### config.mk
export PLATFORM = sky130hd
export DESIGN_NAME = ordered_list_insert_remove_top
export DESIGN_NICKNAME = d
export VERILOG_FILES = /design/src/olir_pkg.sv /design/src/olir_ram.sv /design/src/ordered_list_insert_remove_top.sv
export SDC_FILE = /design/constraint.sdc
export NUM_CORES = 1
export LEC_CHECK = 0
export BUFFER_PORTS_ARGS = -buffer_cell sky130_fd_sc_hd__buf_2
export CAP_MARGIN = 25
export CORE_ASPECT_RATIO = 0.7
export CORE_MARGIN = 3
export CORE_UTILIZATION = 65
export DETAILED_ROUTE_END_ITERATION = 8
export PLACE_DENSITY_LB_ADDON = 0.15
export SLEW_MARGIN = 15
export SYNTH_ARGS = -nofsm -noshare
export SYNTH_HDL_FRONTEND = slang
export SYNTH_SLANG_ARGS = --single-unit
export TNS_END_PERCENT = 1
### constraint.sdc
create_clock -name i_clk -period 9.6 [get_ports i_clk]
set_clock_uncertainty 0.2 [all_clocks]
set_input_delay 0.48 -clock i_clk [delete_from_list [all_inputs] [get_ports i_clk]]
set_output_delay 0.48 -clock i_clk [all_outputs]
set_load 0.02 [all_outputs]
### src/olir_pkg.sv
// Shared types and constants for the ordered list insert/remove block.
package olir_pkg;

    // Default list capacity
    localparam int DEPTH_DEF = 32;

    // Fixed field widths
    localparam int VAL_W   = 32;
    localparam int CMD_W   = 2;
    localparam int STAT_W  = 3;
    localparam int ECNT_W  = 6;
    localparam int IN_DW   = 32;
    localparam int OUT_DW  = 40;

    // Operation selector carried on the slave tuser
    typedef enum logic [CMD_W-1:0] {
        CMD_PUSH_HEAD = 2'd0,
        CMD_PUSH_TAIL = 2'd1,
        CMD_REMOVE    = 2'd2,
        CMD_DUMP      = 2'd3
    } t_cmd;

    // Result status carried on the master tuser
    typedef enum logic [STAT_W-1:0] {
        STAT_DONE     = 3'd0,
        STAT_FULL     = 3'd1,
        STAT_NOTFOUND = 3'd2,
        STAT_ENTRY    = 3'd3,
        STAT_EMPTY    = 3'd4
    } t_status;

endpackage

### src/olir_ram.sv
// Generic simple dual-port RAM, one write and one registered read port.
module olir_ram #(
    parameter int WIDTH = 32,
    parameter int DEPTH = 32
) (
    input  logic                     i_clk,
    input  logic                     i_wr_en,
    input  logic [$clog2(DEPTH)-1:0] i_wr_addr,
    input  logic [WIDTH-1:0]         i_wr_data,
    input  logic                     i_rd_en,
    input  logic [$clog2(DEPTH)-1:0] i_rd_addr,
    output logic [WIDTH-1:0]         o_rd_data
);

    logic [WIDTH-1:0] r_mem [DEPTH];
    logic [WIDTH-1:0] r_rd_data;

    // Write port
    always_ff @(posedge i_clk) begin
        if (i_wr_en) begin
            r_mem[i_wr_addr] <= i_wr_data;
        end
    end

    // Registered read, holds while not enabled
    always_ff @(posedge i_clk) begin
        if (i_rd_en) begin
            r_rd_data <= r_mem[i_rd_addr];
        end
    end

    assign o_rd_data = r_rd_data;

endmodule

### src/ordered_list_insert_remove_top.sv
// Top level: bounded ordered list with head/tail insert, remove-first-match and dump.
//
// The list lives in a circular RAM of DEPTH words addressed from a head pointer, so an
// insert at either end is a single write, made when the input is accepted; the result
// is then loaded in the response state. A remove walks the list through the RAM's single
// registered read port, one entry at a time (read, then compare), and then closes the gap
// with one read/write pair per later entry. A dump reads one entry at a time and hands
// each to the output register, waiting while the output side stalls. The slave side is
// ready only while the sequencer is idle; a finished result waits in the output register
// without holding off the next input transaction. The store starts empty; entry_count
// reports the fill level modulo 64.
module ordered_list_insert_remove_top
    import olir_pkg::*;
#(
    parameter int DEPTH = DEPTH_DEF
) (
    input  logic              i_clk,
    input  logic              i_rst_n,
    // Input transactions
    input  logic              i_s_axis_tvalid,
    output logic              o_s_axis_tready,
    input  logic [IN_DW-1:0]  i_s_axis_tdata,   // [31:0] value
    input  logic [CMD_W-1:0]  i_s_axis_tuser,   // [1:0] cmd
    // Result transactions
    output logic              o_m_axis_tvalid,
    input  logic              i_m_axis_tready,
    output logic [OUT_DW-1:0] o_m_axis_tdata,   // [31:0] entry_value, [37:32] entry_count, zero pad
    output logic [STAT_W-1:0] o_m_axis_tuser,   // [2:0] status
    output logic              o_m_axis_tlast    // last
);

    localparam int IW = $clog2(DEPTH);
    localparam int CW = $clog2(DEPTH + 1);

    typedef enum logic [7:0] {
        ST_IDLE   = 8'b0000_0001,
        ST_RESP   = 8'b0000_0010,
        ST_SC_RD  = 8'b0000_0100,
        ST_SC_CMP = 8'b0000_1000,
        ST_SH_RD  = 8'b0001_0000,
        ST_SH_WR  = 8'b0010_0000,
        ST_DP_RD  = 8'b0100_0000,
        ST_DP_OUT = 8'b1000_0000
    } t_state;

    // Circular address: base plus offset, folded back below DEPTH
    function automatic logic [IW-1:0] wrap_addr(input logic [IW-1:0] base,
                                                input logic [IW-1:0] off);
        logic [IW:0] sum;
        sum = {1'b0, base} + {1'b0, off};
        if (sum >= (IW+1)'(DEPTH)) begin
            sum = sum - (IW+1)'(DEPTH);
        end
        return sum[IW-1:0];
    endfunction

    t_state             r_state, n_state;
    logic [CW-1:0]      r_count, n_count;
    logic [IW-1:0]      r_head, n_head;
    logic [IW-1:0]      r_idx, n_idx;
    logic [VAL_W-1:0]   r_val, n_val;
    t_status            r_status, n_status;

    logic               r_out_vld, n_out_vld;
    t_status            r_out_status, n_out_status;
    logic [VAL_W-1:0]   r_out_val, n_out_val;
    logic               r_out_last, n_out_last;
    logic [ECNT_W-1:0]  r_out_cnt, n_out_cnt;

    logic               s_acc;
    logic               out_free;
    t_cmd               in_cmd;
    logic               full;
    logic [IW-1:0]      head_dec;
    logic [CW-1:0]      idx_p1;
    logic [CW-1:0]      idx_p2;
    logic               idx_last;

    logic               rd_en;
    logic               rd_off;
    logic [IW-1:0]      rd_addr;
    logic [VAL_W-1:0]   rd_data;
    logic               wr_en;
    logic [IW-1:0]      wr_addr;
    logic [VAL_W-1:0]   wr_data;

    assign s_acc    = i_s_axis_tvalid && o_s_axis_tready;
    assign out_free = !r_out_vld || i_m_axis_tready;
    assign in_cmd   = t_cmd'(i_s_axis_tuser);
    assign full     = (r_count == CW'(DEPTH));
    assign head_dec = (r_head == '0) ? IW'(DEPTH - 1) : r_head - IW'(1);
    assign idx_p1   = CW'(r_idx) + CW'(1);
    assign idx_p2   = CW'(r_idx) + CW'(2);
    assign idx_last = (idx_p1 == r_count);

    // Shared address unit: one read and one write address per cycle
    assign rd_addr = wrap_addr(r_head, r_idx + IW'(rd_off));

    always_comb begin
        if (r_state == ST_IDLE && in_cmd == CMD_PUSH_HEAD) begin
            wr_addr = head_dec;
        end else if (r_state == ST_IDLE) begin
            wr_addr = wrap_addr(r_head, IW'(r_count));
        end else begin
            wr_addr = wrap_addr(r_head, r_idx);
        end
    end

    assign wr_data = (r_state == ST_IDLE) ? i_s_axis_tdata[VAL_W-1:0] : rd_data;

    olir_ram #(
        .WIDTH (VAL_W),
        .DEPTH (DEPTH)
    ) u_list_ram (
        .i_clk     (i_clk),
        .i_wr_en   (wr_en),
        .i_wr_addr (wr_addr),
        .i_wr_data (wr_data),
        .i_rd_en   (rd_en),
        .i_rd_addr (rd_addr),
        .o_rd_data (rd_data)
    );

    // Sequencer
    always_comb begin
        n_state      = r_state;
        n_count      = r_count;
        n_head       = r_head;
        n_idx        = r_idx;
        n_val        = r_val;
        n_status     = r_status;
        n_out_vld    = r_out_vld && !i_m_axis_tready;
        n_out_status = r_out_status;
        n_out_val    = r_out_val;
        n_out_last   = r_out_last;
        n_out_cnt    = r_out_cnt;
        rd_en        = 1'b0;
        rd_off       = 1'b0;
        wr_en        = 1'b0;

        unique case (r_state)
            ST_IDLE: begin
                if (s_acc) begin
                    n_val = i_s_axis_tdata[VAL_W-1:0];
                    n_idx = '0;
                    unique case (in_cmd)
                        CMD_PUSH_HEAD, CMD_PUSH_TAIL: begin
                            n_state = ST_RESP;
                            if (full) begin
                                n_status = STAT_FULL;
                            end else begin
                                wr_en    = 1'b1;
                                n_count  = r_count + CW'(1);
                                n_status = STAT_DONE;
                                if (in_cmd == CMD_PUSH_HEAD) begin
                                    n_head = head_dec;
                                end
                            end
                        end
                        CMD_REMOVE: begin
                            if (r_count == '0) begin
                                n_status = STAT_NOTFOUND;
                                n_state  = ST_RESP;
                            end else begin
                                n_state = ST_SC_RD;
                            end
                        end
                        CMD_DUMP: begin
                            if (r_count == '0) begin
                                n_status = STAT_EMPTY;
                                n_state  = ST_RESP;
                            end else begin
                                n_state = ST_DP_RD;
                            end
                        end
                        default: n_state = ST_IDLE;
                    endcase
                end
            end
            ST_RESP: begin
                if (out_free) begin
                    n_out_vld    = 1'b1;
                    n_out_status = r_status;
                    n_out_val    = '0;
                    n_out_last   = 1'b1;
                    n_out_cnt    = ECNT_W'(r_count);
                    n_state      = ST_IDLE;
                end
            end
            // Search from the head for the first match
            ST_SC_RD: begin
                rd_en   = 1'b1;
                n_state = ST_SC_CMP;
            end
            ST_SC_CMP: begin
                if (rd_data == r_val) begin
                    if (idx_last) begin
                        n_count  = r_count - CW'(1);
                        n_status = STAT_DONE;
                        n_state  = ST_RESP;
                    end else begin
                        n_state = ST_SH_RD;
                    end
                end else if (idx_last) begin
                    n_status = STAT_NOTFOUND;
                    n_state  = ST_RESP;
                end else begin
                    n_idx   = r_idx + IW'(1);
                    n_state = ST_SC_RD;
                end
            end
            // Close the gap: entry idx+1 moves to idx
            ST_SH_RD: begin
                rd_en   = 1'b1;
                rd_off  = 1'b1;
                n_state = ST_SH_WR;
            end
            ST_SH_WR: begin
                wr_en = 1'b1;
                if (idx_p2 == r_count) begin
                    n_count  = r_count - CW'(1);
                    n_status = STAT_DONE;
                    n_state  = ST_RESP;
                end else begin
                    n_idx   = r_idx + IW'(1);
                    n_state = ST_SH_RD;
                end
            end
            // Dump from head to tail
            ST_DP_RD: begin
                rd_en   = 1'b1;
                n_state = ST_DP_OUT;
            end
            ST_DP_OUT: begin
                if (out_free) begin
                    n_out_vld    = 1'b1;
                    n_out_status = STAT_ENTRY;
                    n_out_val    = rd_data;
                    n_out_last   = idx_last;
                    n_out_cnt    = ECNT_W'(r_count);
                    if (idx_last) begin
                        n_state = ST_IDLE;
                    end else begin
                        n_idx   = r_idx + IW'(1);
                        n_state = ST_DP_RD;
                    end
                end
            end
            default: n_state = ST_IDLE;
        endcase
    end

    // Control registers
    always_ff @(posedge i_clk) begin
        if (!i_rst_n) begin
            r_state   <= ST_IDLE;
            r_count   <= '0;
            r_head    <= '0;
            r_idx     <= '0;
            r_out_vld <= 1'b0;
        end else begin
            r_state   <= n_state;
            r_count   <= n_count;
            r_head    <= n_head;
            r_idx     <= n_idx;
            r_out_vld <= n_out_vld;
        end
    end

    // Payload registers
    always_ff @(posedge i_clk) begin
        r_val        <= n_val;
        r_status     <= n_status;
        r_out_status <= n_out_status;
        r_out_val    <= n_out_val;
        r_out_last   <= n_out_last;
        r_out_cnt    <= n_out_cnt;
    end

    assign o_s_axis_tready = (r_state == ST_IDLE);
    assign o_m_axis_tvalid = r_out_vld;
    assign o_m_axis_tdata  = {(OUT_DW - VAL_W - ECNT_W)'(0), r_out_cnt, r_out_val};
    assign o_m_axis_tuser  = r_out_status;
    assign o_m_axis_tlast  = r_out_last;

    // Checks
    a_count_bound: assert property (@(posedge i_clk) disable iff (!i_rst_n)
        r_count <= CW'(DEPTH))
        else $error("list fill count exceeds capacity");

    a_state_onehot: assert property (@(posedge i_clk) disable iff (!i_rst_n)
        $onehot(r_state))
        else $error("sequencer state not one-hot");

    a_busy_after_acc: assert property (@(posedge i_clk) disable iff (!i_rst_n)
        s_acc |=> !o_s_axis_tready)
        else $error("input taken again before the sequencer finished");

    a_nonlast_is_entry: assert property (@(posedge i_clk) disable iff (!i_rst_n)
        (r_out_vld && !r_out_last) |-> (r_out_status == STAT_ENTRY))
        else $error("only dump results may be non-final");

    a_out_hold: assert property (@(posedge i_clk) disable iff (!i_rst_n)
        (r_out_vld && !i_m_axis_tready) |=> (r_out_vld && $stable(r_out_val) &&
            $stable(r_out_status) && $stable(r_out_last) && $stable(r_out_cnt)))
        else $error("stalled result changed before it was taken");

endmodule
==> impl_metrics.csv, run 1 <==
group,metric,value,unit
outcome,status,"finished clean",
die,design.die.area,73300,µm²
route,via_per_inst,7.14,
route,drtIter0Drc,4266,
layout,fill_cells,3657,
grt,grt_start_max_net_pins,120,
worst_setup_path,crit_type,"reg -> reg",
cts,cts_tree,"done",
sta,finalCritPeriodShare,63.7,%
cts,clock_path_buffers,3,
die,chipWidth,322,µm
worst_setup_path,cpLargestDelayFamily,"buffers and inverters",
synthesis,synth_edf_count,1133,
cts,clock_latency,0.68,ns
grt,grt_overflow,0,
synthesis,synthCells,2101,
sta,final_max_slew_viol_count,0,
die,placementRows,80,
worst_setup_path,crit_path_cell_trace,"nor3_2 > nand2_1 > nor4b_1 > ha_1 > ha_4 > fa_4 > a21o_1 > a21oi_1 > xnor2_4 > buf_4 > buf_4 > mux4_2 > mux2_2",
grt,antenna_found_initial,1,
worst_setup_path,slowest_stage,"buf_4",
cts,htreeDepth,3,
worst_setup_path,end_kind,"flip-flop",
placement,dpl_cell_area,47400,µm²
synthesis,ys_seq_area_share,75.9,%
layout,layout_commonest_cell,"edfxtp_1",
sta,fmax,164,MHz
route,remaining_drc_errors,0,
layout,final_cell_mix,"1,133 x edfxtp_1, 320 x mux4_2, 133 x nand2_1",
worst_setup_path,critPathMostFrequentCell,"buf_4",
layout,drive_gt1_share,29.4,%
worst_setup_path,cp-start-kind,"flip-flop",
placement,port_buffers,81,
die,dieHeight,227,µm
synthesis,syn_avg_cell_area,21.7,µm²
synthesis,synth-seq-cells,1158,
grt,grt_pass1_wl,166000,µm
layout,fin_area,51100,µm²
die,coreArea,68800,µm²
sta,fin_setup_tns,0,ns
power_and_ir_drop,power_density,214,nW/µm²
worst_hold_path,hold_path.class,"in -> reg",
worst_setup_path,slowest_delay,0.83,ns
layout,ff_latch_area,34500,µm²
route,finalWirelength,116000,µm
sta,report.final.hold_viol_count,0,
sta,tightest_slew,1.01,ns
synthesis,syn_area,45500,µm²
worst_setup_path,critPathMaxFanout,36,
sta,setup_viol_count_final,0,
cts,clock-sinks,1158,
synthesis,ys.flop_type,"edfxtp_1",
route,first_pass_iters,6,
cts,cts_buffers,102,
layout,multiInputGateArea,10800,µm²
die,initial_utilization,66.2,%
route,wl_per_cell,35.5,µm
grt,grt_use_total,32.6,%
worst_setup_path,cp.arrival,6.32,ns
die,io_pins,84,
placement,gp_congestion,0.832,
worst_setup_path,cp.required,9.81,ns
cts,cts_root_buffer,"clkbuf_16",
sta,slew_headroom,32.6,%
sta,period_needed,6.11,ns
cts,post_cts_buffers,0,
cts,cts.clk_slew.worst_paths,0.07,ns
route,ant_nets,0,
sta,rsz0062_at_grt,"false",
power_and_ir_drop,peakVddDrop,0.000154,V
worst_setup_path,crit_buf_inv,2,
layout,area_growth,12.3,%
power_and_ir_drop,p_leak,0.0160,µW
synthesis,yosys_warnings,0,
synthesis,ys_types,64,
job,max-cap-violations,0,
layout,fin_nets,2337,
route,num_vias,23285,
grt,grt_pass1_vias,22973,
placement,dp_hpwl,56400,µm
synthesis,ys_async_sr_fraction,0,%
layout,diodes,0,
## path summary, 6_finish.rpt
path / slack (ns) / start / cells after the start / to
setup / recovery: 3.49 / r_state[7] / 13 / u_list_ram.o_rd_data[14]
hold / removal: 0.11 / i_m_axis_tready / 6 / r_state[7]
setup reg to reg: 3.49 / r_state[7] / 13 / u_list_ram.o_rd_data[14]
hold reg to reg: 0.30 / r_status[1] / 1 / o_m_axis_tuser[1]
## layer usage
metal | share of wire [%] | track usage [%] | vias to the layer above
met5 | 0.041 | 0 | -
met4 | 3.0 | 10.2 | 6
met3 | 14 | 8.62 | 234
met2 | 46 | 48.2 | 1884
met1 | 37 | 49.3 | 12115
li1 | - | - | 9046
## worst register-to-register path, cell delays in order (launching register included)
cell	delay, ns
dfxtp_1	0.37
nor3_2	0.35
nand2_1	0.21
nor4b_1	0.56
ha_1	0.37
ha_4	0.18
fa_4	0.49
a21o_1	0.18
a21oi_1	0.35
xnor2_4	0.16
buf_4	0.61
buf_4	0.90
mux4_2	0.67
mux2_2	0.28
## cell type report
type                            instances  share of cell area (%)
Sequential cell                      1158                    67.6
Multi-Input combinational cell        831                    21.2
Clock buffer                          115                    5.17
Timing Repair Buffer                  171                    2.42
Clock inverter                         71                    1.38
Inverter                               14                   0.103
Tap cell                              902                    2.21
## synth_stat cells, types with 7 or more instances
master	instances	area, µm²
nand2_1	134	503
xnor2_1	48	420
and2_1	39	244
nor2_1	58	218
o21ai_1	7	35.0
ha_1	18	225
buf_2	14	70.1
clkbuf_1	72	270
mux4_2	320	7210
dfxtp_1	25	500
inv_1	13	48.8
a21oi_1	20	100
o21ai_0	12	60.1
xor2_1	11	96.3
nand2b_1	7	43.8
edfxtp_1	1133	34000
nand4_1	8	50.1
mux2_2	32	360
nand3_1	22	110
## metrics by stage
step | setup slack, ns | total power (µW) | instances | hold slack [ns] | utilization, %
floorplan | 4.64 | 6540 | 2102 | 0.206 | -
global placement | 3.72 | 6790 | 3036 | 0.282 | 68.8
detailed placement | 3.57 | 6840 | 3037 | 0.289 | 68.9
CTS | 3.53 | 10900 | 3258 | 0.0456 | 74.2
global route | 3.13 | 11200 | 3262 | 0.129 | 74.3
finish | 3.49 | 10900 | 3262 | 0.107 | 74.3
## power by group
part | switching, µW | leakage, µW | internal (µW)
Sequential | 28.7 | 0.0104 | 5850
Clock | 1840 | 0.00163 | 2310
Combinational | 597 | 0.00400 | 295
Total | 2470 | 0.0160 | 8460
## registers in the layout, summed over array words and instances (netlist names), 3 cells and up
signal                cells
u_list_ram.r_mem       1024
r_head                    5
r_val                    32
u_list_ram.o_rd_data     32
r_count                   6
r_state                   8
r_idx                     5
r_out_val                32
o_m_axis_tuser            3
r_status                  3
r_out_cnt                 6
## kinds of logic (layout without fill, tap and decap cells)
kind of cell,after synthesis,after routing,synth area share [%]
flip-flops,1158,1158,75.9
multiplexers,357,357,16.7
AND/OR/NAND/NOR,313,313,3.34
buffers and inverters,113,371,1.09
AO/OA/AOI/OAI,77,77,1.12
XOR/XNOR,61,61,1.23
adder cells (fa/ha/maj),21,21,0.627
other,1,2,0.00824
## timing repair
item,4_1_cts,5_1_grt
hold buffers,35,0
endpoints found under the hold margin,37,0
gates resized for setup,0,0
endpoints found under the setup margin,0,0
No activity file was read; power rests on OpenSTA's default activity.
==> run 2: changes to the inputs <==
Settings changed: CORE_UTILIZATION 65 to 62.
Clock period 9.6 ns to 5.7 ns, I/O delays scaled along.
==> impl_metrics.csv, run 2 (synthesized netlist as in run 1, its figures left out) <==
group,metric,value,unit
cts,cts_buffers,102,
grt,grt_pass1_wl,163000,µm
grt,grtUsageMet2,44.4,%
worst_setup_path,cp.required,5.91,ns
sta,finalCritPeriodShare,86.8,%
sta,slew_headroom,27.6,%
sta,rsz0062_at_grt,"false",
route,remaining_drc_errors,0,
grt,antenna_found_initial,2,
sta,setup_viol_count_final,0,
power_and_ir_drop,p_leak,0.0164,µW
sta,report.final.hold_viol_count,0,
worst_setup_path,cp.arrival,5.16,ns
grt,grt_use_total,30.6,%
placement,pre_cts_slack,0.786,ns
placement,gp_congestion,0.851,
power_and_ir_drop,switchingPower,4120,µW
grt,grtUsageMet1,47.6,%
grt,grt_start_max_net_pins,66,
sta,tightest_slew,1.09,ns
grt,grt_overflow,0,
layout,drive_gt1_share,30.6,%
layout,fin_area,52000,µm²
sta,fin_setup_tns,0,ns
route,wl_per_cell,33.7,µm
layout,diodes,0,
cts,htreeDepth,3,
layout,layout_commonest_cell,"edfxtp_1",
route,first_pass_iters,6,
route,via_per_inst,6.83,
layout,fin_nets,2379,
worst_hold_path,hold_path.class,"in -> reg",
power_and_ir_drop,pwr-share-seq,52.9,%
worst_setup_path,cp-start-kind,"flip-flop",
route,ant_nets,0,
outcome,status,"finished clean",
power_and_ir_drop,power_density,359,nW/µm²
cts,post_cts_buffers,0,
cts,cts_root_buffer,"clkbuf_16",
cts,clock-sinks,1158,
cts,cts_tree,"done",
grt,grt.busiest_layer,"met1",
placement,dpl_cell_area,48000,µm²
die,initial_utilization,63.1,%
die,coreArea,72100,µm²
route,drtIter0Drc,3706,
cts,cts.clk_slew.worst_paths,0.07,ns
power_and_ir_drop,pwr-share-clk,38.8,%
power_and_ir_drop,p_int,14600,µW
die,dieHeight,233,µm
die,placementRows,82,
power_and_ir_drop,pwr-share-comb,8.3,%
grt,grt_pass1_vias,22601,
die,design.die.area,76800,µm²
layout,largest_register_ffs,1024,
die,chipWidth,330,µm
worst_setup_path,end_kind,"flip-flop",
power_and_ir_drop,swShare,22.0,%
layout,regMostFlops,"u_list_ram.r_mem",
layout,final_cell_mix,"1,133 x edfxtp_1, 320 x mux4_2, 133 x nand2_1",
route,finalWirelength,114000,µm
grt,grt_use_met3,6.78,%
route,num_vias,23031,
placement,dp_hpwl,61500,µm
job,max-cap-violations,0,
layout,area_growth,14.3,%
worst_setup_path,crit_type,"reg -> reg",
die,io_pins,84,
cts,clock_latency,0.67,ns
sta,fmax,202,MHz
worst_setup_path,critPathMaxFanout,65,
sta,finalWorstSetupSlack,0.751,ns
sta,period_needed,4.95,ns
sta,final_max_slew_viol_count,0,
power_and_ir_drop,peakVddDrop,0.000310,V
cts,clock_path_buffers,3,
placement,port_buffers,81,
[run 2: changes by cell type in the layout (fill, tap and decap cells not counted), moves of 2 or more]
cell	before	now
clkinv_1	25	27
buf_12	4	31
buf_8	2	6
buf_4	47	53
dlygate4sd3_1	35	40
clkinvlp_4	7	4
bufinv_16	12	19
inv_6	4	1
clkbuf_1	11	8
clkinv_2	19	22
[run 2: power by group through the flow]
stage	combinational, µW	clock, µW	sequential, µW
after global routing	1650	7640	9900
after global placement	1420	0	10100
after CTS	1500	7320	9900
after floorplan	941	0	10100
final	1540	7260	9900
after detailed placement	1470	0	10100
[run 2: area by class of cell]
class | instances | area, µm²
timing repair buffer | 213 | 1940
tap | 966 | 1210
clock inverter | 78 | 880
inverter | 14 | 52.6
multi-input combinational | 831 | 10800
clock buffer | 112 | 2630
fill | 4089 | 20100
sequential | 1158 | 34500
[run 2: per-stage QoR]
step	cells	utilization, %	power, µW	hold slack [ns]
3_5_place_dp	3134	66.6	11600	0.279
4_1_cts	3364	72.0	18700	0.102
2_1_floorplan	2102	-	11000	0.184
6_report	3372	72.2	18700	0.133
3_3_place_gp	3134	66.6	11500	0.278
5_1_grt	3372	72.2	19200	0.130
[run 2: per-layer routing]
metal / vias to the layer above / wire, µm
met3: 206 / 13700
met1: 12111 / 44900
met5: - / 12
met4: 2 / 3690
li1: 9163 / -
met2: 1549 / 51500
[run 2: path summary, 6_finish.rpt]
kind,startpoint,endpoint,slack (ns),depth (start not counted)
setup / recovery,r_state[7],u_list_ram.o_rd_data[29],0.75,10
hold / removal,i_s_axis_tdata[16],r_val[16],0.13,2
setup reg to reg,r_state[7],u_list_ram.o_rd_data[29],0.75,10
hold reg to reg,r_status[0],o_m_axis_tuser[0],0.31,1
[run 2: worst max-delay path: stages, from the launching register on]
cell	delay, ns
dfxtp_1	0.37
nor3_2	0.33
nand2_1	0.21
nor4b_1	0.39
ha_1	0.34
ha_4	0.18
fa_4	1.07
buf_12	0.39
mux4_2	0.39
mux4_2	0.47
mux2_2	0.27
[run 2: what timing repair did]
| item | 4_1_cts | 5_1_grt |
|---|---|---|
| setup endpoints to repair | 0 | 0 |
| hold buffers | 40 | 0 |
| resized for setup | 0 | 0 |
| endpoints found under the hold margin | 61 | 0 |
